$ cat config.mk
export PLATFORM = sky130hd
export DESIGN_NAME = dda_line_rasterizer
export DESIGN_NICKNAME = d
export VERILOG_FILES = /design/src/design/dda_pkg.sv /design/src/design/dda_line_rasterizer.sv
export SDC_FILE = /design/constraint.sdc
export NUM_CORES = 1
export LEC_CHECK = 0
export BUFFER_PORTS_ARGS = -buffer_cell sky130_fd_sc_hd__buf_2
export CORE_ASPECT_RATIO = 0.8
export CORE_UTILIZATION = 40
export DETAILED_ROUTE_END_ITERATION = 6
export SETUP_SLACK_MARGIN = 0.5
export SKIP_CTS_REPAIR_TIMING = 1
export SLEW_MARGIN = 20
export SYNTH_ARGS = -nofsm -noshare
export SYNTH_HDL_FRONTEND = slang
export SYNTH_SLANG_ARGS = --single-unit
$ cat constraint.sdc
create_clock -name clk -period 3 [get_ports clk]
set_input_delay 0 -clock clk [delete_from_list [all_inputs] [get_ports clk]]
set_output_delay 0 -clock clk [all_outputs]
set_load 0.05 [all_outputs]
$ cat src/design/dda_pkg.sv
`default_nettype none

package dda_pkg;

	localparam int unsigned CANVAS_SIZE = 64;

	localparam int unsigned COORD_W = 6;
	localparam int unsigned CFG_W   = 7;
	localparam int unsigned ACC_W   = COORD_W + 1;

	localparam logic [CFG_W-1:0] CANVAS_BOUND = CFG_W'(CANVAS_SIZE);
	localparam logic [CFG_W-1:0] CANVAS_RESET = CFG_W'(64);

	// configuration register indexes
	localparam logic REG_CANVAS_WIDTH  = 1'b0;
	localparam logic REG_CANVAS_HEIGHT = 1'b1;

	typedef logic [COORD_W-1:0] coord_t;
	typedef logic [CFG_W-1:0]   cfg_t;
	typedef logic [ACC_W-1:0]   acc_t;

endpackage

`default_nettype wire

$ cat src/design/dda_line_rasterizer.sv
`default_nettype none

// DDA line rasterizer.
// Input channel (in_valid / in_stall) carries one line command: start_x,
// start_y, end_x, end_y. Output channel (out_valid / out_stall) carries the
// points of the line, one item per point, from the start point to the end
// point; last_point marks the final one and visible says the point lies
// inside the configured canvas (bound is min(register, canvas size)).
// The config port (cfg_we, cfg_index, cfg_data) writes canvas_width (index 0)
// and canvas_height (index 1); write only while no line is in flight.
// A command with span n = max(|dx|, |dy|) yields n + 1 points. The command is
// captured into the line context registers, then a step unit produces one
// point per cycle while the output is not stalled; each point is registered
// in the output register. The step unit is one remainder accumulate, compare
// and subtract per axis; with the point counter it is the only arithmetic in
// the loop. in_stall stays high until the last point has been loaded into
// the output register.
// A stall on the output holds the current point and freezes the step unit.
// Reset drops any line in progress, empties the output register and sets
// both canvas registers to 64.

module dda_line_rasterizer
	import dda_pkg::*;
(
	input  wire logic               clk,
	input  wire logic               arst_n,

	input  wire logic               cfg_we,
	input  wire logic               cfg_index,
	input  wire logic [CFG_W-1:0]   cfg_data,

	input  wire logic               in_valid,
	output      logic               in_stall,
	input  wire logic [COORD_W-1:0] start_x,
	input  wire logic [COORD_W-1:0] start_y,
	input  wire logic [COORD_W-1:0] end_x,
	input  wire logic [COORD_W-1:0] end_y,

	output      logic               out_valid,
	input  wire logic               out_stall,
	output      logic [COORD_W-1:0] pixel_x,
	output      logic [COORD_W-1:0] pixel_y,
	output      logic               visible,
	output      logic               last_point
);

	localparam logic ST_IDLE = 1'b0;
	localparam logic ST_RUN  = 1'b1;

	logic   state_q;
	cfg_t   width_q, height_q;

	// line context
	coord_t x0_q, y0_q, adx_q, ady_q, n_q, idx_q;
	logic   negx_q, negy_q;
	// quotient and remainder of i*|d| / n per axis
	coord_t qx_q, qy_q, rx_q, ry_q;

	logic   out_valid_q, last_q, vis_q;
	coord_t px_q, py_q;

	// command decode
	coord_t adx_in, ady_in;
	logic   negx_in, negy_in;

	// step unit
	acc_t   sumx, sumy;
	logic   carx, cary;
	coord_t cur_x, cur_y;
	cfg_t   wbound, hbound;
	logic   cur_last, cur_vis;
	logic   accept, load;

	assign negx_in = end_x < start_x;
	assign negy_in = end_y < start_y;
	assign adx_in  = negx_in ? (start_x - end_x) : (end_x - start_x);
	assign ady_in  = negy_in ? (start_y - end_y) : (end_y - start_y);

	assign in_stall = (state_q != ST_IDLE);
	assign accept   = in_valid && !in_stall;
	// load the next point when the output register is empty or being taken
	assign load     = (state_q == ST_RUN) && (!out_valid_q || !out_stall);

	// accumulate, compare and subtract: |d| <= n, so at most one carry a step
	assign sumx = {1'b0, rx_q} + {1'b0, adx_q};
	assign sumy = {1'b0, ry_q} + {1'b0, ady_q};
	assign carx = sumx >= {1'b0, n_q};
	assign cary = sumy >= {1'b0, n_q};

	assign cur_x    = negx_q ? (x0_q - qx_q) : (x0_q + qx_q);
	assign cur_y    = negy_q ? (y0_q - qy_q) : (y0_q + qy_q);
	assign wbound   = (width_q < CANVAS_BOUND) ? width_q : CANVAS_BOUND;
	assign hbound   = (height_q < CANVAS_BOUND) ? height_q : CANVAS_BOUND;
	assign cur_vis  = ({1'b0, cur_x} < wbound) && ({1'b0, cur_y} < hbound);
	assign cur_last = (idx_q == n_q);

	// configuration registers
	always_ff @(posedge clk or negedge arst_n) begin
		if (!arst_n) begin
			width_q  <= CANVAS_RESET;
			height_q <= CANVAS_RESET;
		end else if (cfg_we) begin
			case (cfg_index)
				REG_CANVAS_WIDTH:  width_q  <= cfg_data;
				REG_CANVAS_HEIGHT: height_q <= cfg_data;
				default: ;
			endcase
		end
	end

	// sequencer
	always_ff @(posedge clk or negedge arst_n) begin
		if (!arst_n) begin
			state_q <= ST_IDLE;
		end else begin
			case (state_q)
				ST_IDLE: if (accept) state_q <= ST_RUN;
				ST_RUN:  if (load && cur_last) state_q <= ST_IDLE;
				default: state_q <= ST_IDLE;
			endcase
		end
	end

	// line context and step unit
	always_ff @(posedge clk) begin
		if (accept) begin
			x0_q   <= start_x;
			y0_q   <= start_y;
			adx_q  <= adx_in;
			ady_q  <= ady_in;
			negx_q <= negx_in;
			negy_q <= negy_in;
			n_q    <= (adx_in > ady_in) ? adx_in : ady_in;
			idx_q  <= '0;
			qx_q   <= '0;
			qy_q   <= '0;
			rx_q   <= '0;
			ry_q   <= '0;
		end else if (load && !cur_last) begin
			idx_q <= idx_q + COORD_W'(1);
			qx_q  <= qx_q + COORD_W'(carx);
			qy_q  <= qy_q + COORD_W'(cary);
			rx_q  <= carx ? COORD_W'(sumx - {1'b0, n_q}) : COORD_W'(sumx);
			ry_q  <= cary ? COORD_W'(sumy - {1'b0, n_q}) : COORD_W'(sumy);
		end
	end

	// output register
	always_ff @(posedge clk or negedge arst_n) begin
		if (!arst_n) begin
			out_valid_q <= 1'b0;
		end else if (load) begin
			out_valid_q <= 1'b1;
		end else if (!out_stall) begin
			out_valid_q <= 1'b0;
		end
	end

	always_ff @(posedge clk) begin
		if (load) begin
			px_q   <= cur_x;
			py_q   <= cur_y;
			vis_q  <= cur_vis;
			last_q <= cur_last;
		end
	end

	assign out_valid  = out_valid_q;
	assign pixel_x    = px_q;
	assign pixel_y    = py_q;
	assign visible    = vis_q;
	assign last_point = last_q;

	// a command always enters the run state
	a_accept_runs: assert property (@(posedge clk) disable iff (!arst_n)
		accept |=> (state_q == ST_RUN))
		else $error("accepted command did not start a line");

	// remainder stays below the span while stepping
	a_rem_bound: assert property (@(posedge clk) disable iff (!arst_n)
		(state_q == ST_RUN && n_q != '0) |-> (rx_q < n_q && ry_q < n_q))
		else $error("step remainder out of range");

	// quotient never passes the axis span
	a_quot_bound: assert property (@(posedge clk) disable iff (!arst_n)
		(state_q == ST_RUN) |-> (qx_q <= adx_q && qy_q <= ady_q))
		else $error("step quotient past endpoint");

	// with no line running, nothing follows the last point once it is taken
	a_last_drains: assert property (@(posedge clk) disable iff (!arst_n)
		(out_valid && !out_stall && last_point && state_q == ST_IDLE) |=> !out_valid)
		else $error("point emitted after last point");

	// step counter never passes the span
	a_idx_bound: assert property (@(posedge clk) disable iff (!arst_n)
		(state_q == ST_RUN) |-> (idx_q <= n_q))
		else $error("point counter past span");

endmodule

`default_nettype wire
==> results.sh <==
export IMPL_outcome="complete, but fails checks"
export IMPL_violations="negative setup slack"
export IMPL_ioPinCount=53
export IMPL_finalCoreUtilization_pct=54.98
export IMPL_cts_buffers=9
export IMPL_ys_seq_elements=92
export IMPL_syn_avg_cell_area_sq_um=10.32
export IMPL_end_kind="register"
export IMPL_ys_seq_area_share_pct=38.44
export IMPL_crit_required_ps=3220
export IMPL_setup_viol=4
export IMPL_critPathKind="reg -> reg"
export IMPL_synth_edf_count=46
export IMPL_portBuffers=52
export IMPL_antenna_cells=0
export IMPL_dr_pass1_iters=5
export IMPL_reg2regPathDepth=17
export IMPL_dieArea_sq_mm=0.01602
export IMPL_drc=0
export IMPL_synth_ff_type="edfxtp_1"
export IMPL_r2r_slack_ps=-90
export IMPL_leakage_nw=3.684
export IMPL_chipHeight_microns=113.4
export IMPL_cp_slowest_stage_delay_ps=380
export IMPL_drtIter0Drc=229
export IMPL_grt_antenna_before_repair=1
export IMPL_grt_usage_pct=18.83
export IMPL_wl_met2_mm=6.898
export IMPL_synthToLayoutAreaGrowth_pct=33.49
export IMPL_start_kind="register"
export IMPL_start_util_pct=41.19
export IMPL_met3_wirelength_microns=624
export IMPL_root_buffer="clkbuf_16"
export IMPL_slowest_stage="fa_2"
export IMPL_coreArea_sq_mm=0.01506
export IMPL_fin_nets=864
export IMPL_synth_top_area_cell="edfxtp_1"
export IMPL_path_clk_slew_ps=70
export IMPL_clkLatencyLatePin_ps=350
export IMPL_grt_overflow=0
export IMPL_crit_path_cell_trace="ha_2 -> inv_2 -> fa_2 -> nor2b_4 -> o31a_1 -> a21oi_2 -> ha_1 -> nand4_1 -> nor2_2 -> nor3_2 -> buf_4 -> nand3b_4 -> ha_4 -> and3_4 -> nand4_1 -> xor2_1 -> nor2_1"
export IMPL_worst_slew_pin_slew_ps=623.4
export IMPL_synth_cell_types=49
export IMPL_met1_length_mm=7.131
export IMPL_crit_family="adder cells"
export IMPL_rows=40
export IMPL_netlist_top_cells_area="edfxtp_1, ha_1, dfxtp_1"
export IMPL_max_freq_mhz=323.5
export IMPL_syn_nets=727
export IMPL_hp_class="in -> reg"
export IMPL_die_x_microns=141.2
export IMPL_timing_rr_start="ady_q[0]"
export IMPL_hold_viol=0
export IMPL_hold_start="start_x[1]"
export IMPL_grt_pass1_wl_mm=23.22
export IMPL_yosysMostFrequentCell="ha_1"
export IMPL_cts_tree="done"
export IMPL_ys_warn_count=0
export IMPL_peakVddDrop_v=0.0003952
export IMPL_grt_pass1_vias=4639
export IMPL_top_layer="met5"
export IMPL_grt_max_degree=48
export IMPL_synth_area_sq_mm=0.006205
export IMPL_reg2reg_to="qy_q[5]"
export IMPL_drtAntennaViolNets=0
export IMPL_skew_ps=9.222
export IMPL_fin_ws_ps=-91.39
export IMPL_power_density_mw_per_mm2=1084
export IMPL_wire_per_inst_microns=15.59
export IMPL_post_dp_cell_area_sq_mm=0.007288
export IMPL_hpwlAfterDp_mm=11.01
export IMPL_synthTopCellsByCount="ha_1, inv_1, edfxtp_1"
export IMPL_synthArstFlopShare_pct=17.39
export IMPL_via_count=4714
export IMPL_arrival_ps=3310
export IMPL_total_power_mw=8.981
export IMPL_h_tree_depth=3
export IMPL_fin_area_sq_mm=0.008283
export IMPL_cp_max_fo=4
export IMPL_finalWirelength_mm=14.86
export IMPL_cap_viol_max_count=0
export IMPL_finalWeightedCongestion=0.8393
export IMPL_slew_viol_final=0
export IMPL_rsz0062_at_grt="yes"
export IMPL_synth_top_area_share_pct=22.26
export IMPL_syn_inst=601
export IMPL_cp_num_buf_inv=2
export IMPL_clockBufferDepth=2
export IMPL_whs_ps=21.69
export IMPL_post_route_min_period_ps=3091
export IMPL_relSlewSlack_pct=58.35
export IMPL_finalCritPeriodShare_pct=103.0
export IMPL_holdPathEnd="x0_q[1]"
export IMPL_hold_depth=2
export IMPL_drive_above_1_share_pct=34.19
export IMPL_cpMostUsedCell="nand4_1"
export IMPL_avgViaCountPerCell=4.946
export IMPL_clock_sinks=92
-- power breakdown --
part           total [mW]  leakage, nW  internal (mW)  switching [mW]
Sequential           2.05        0.857           1.79           0.260
Combinational        5.76         2.68           2.84            2.91
Clock                1.17        0.144          0.655           0.518
Total                8.98         3.68           5.29            3.69
-- routing by layer --
layer | GRT usage (%) | vias up
li1 | - | 2362
met1 | 25.92 | 2252
met2 | 29.87 | 80
met3 | 4.282 | 18
met4 | 4.928 | 2
met5 | 0 | -
-- cell families (layout without fill, tap and decap cells) --
family	Yosys count	after routing	synth area share, %
muxes	45	45	7.723
buffers and inverters	85	227	5.445
adders and majority gates	89	89	19.16
xor gates and xnor gates	52	52	7.340
and+or+nand+nor	121	121	10.22
AOI/OAI and AO/OA	117	117	11.68
DFF	92	92	38.44
-- placed cells by master, fill, tap and decap left out, drive strengths merged, types with 4 or more instances in the layout --
| cell type | instances |
|---|---|
| a21o | 13 |
| fa | 10 |
| a211oi | 4 |
| ha | 79 |
| inv | 74 |
| a221oi | 4 |
| nand4 | 9 |
| clkbuf | 11 |
| buf | 117 |
| nand2b | 16 |
| xor2 | 19 |
| dfrtp | 14 |
| nor3 | 7 |
| a21oi | 44 |
| and3 | 4 |
| nor2b | 7 |
| o21a | 8 |
| nand2 | 22 |
| dfxtp | 30 |
| nand3 | 6 |
| mux2i | 25 |
| o21ai | 27 |
| dlygate4sd3 | 21 |
| and2 | 5 |
| nand3b | 7 |
| edfxtp | 46 |
| nor2 | 37 |
| xnor2 | 33 |
| o31a | 5 |
| mux2 | 20 |
-- worst max path at each step --
stage,startpoint,endpoint,cells past startpoint
2_1_floorplan,ady_q[0],qy_q[5],14
3_3_place_gp,end_x[0],n_q[1],16
3_5_place_dp,end_x[0],n_q[2],18
4_1_cts,ady_q[0],qy_q[5],17
5_1_grt,ady_q[0],qy_q[5],17
6_report,ady_q[0],qy_q[5],17
-- sequential cells by signal, summed over array words and instances (netlist names), 6 cells and up --
register and count:
pixel_x 6, height_q 7, x0_q 6, pixel_y 6, ady_q 6, width_q 7
adx_q 6, idx_q 6, rx_q 6, y0_q 6, ry_q 6, n_q 6
qx_q 6, qy_q 6
-- area by class of cell --
type                       count  area, sq um
inverter                      72        295.3
timing repair buffer         139         1008
tap                          210        262.8
clock buffer                  10        229.0
clock inverter                 6        72.57
fill                        1253         6782
multi-input combinational    424         4018
sequential                    92         2397
-- metrics by stage --
stage	setup slack [ps]	std cells	setup TNS (ps)
2_1_floorplan	111.2	601	0
3_3_place_gp	-155.4	901	-888.0
3_5_place_dp	-239.6	901	-1754
4_1_cts	-158.9	917	-536.6
5_1_grt	-269.6	953	-1403
6_report	-91.39	953	-237.4
(Power assumes the default switching activity.)
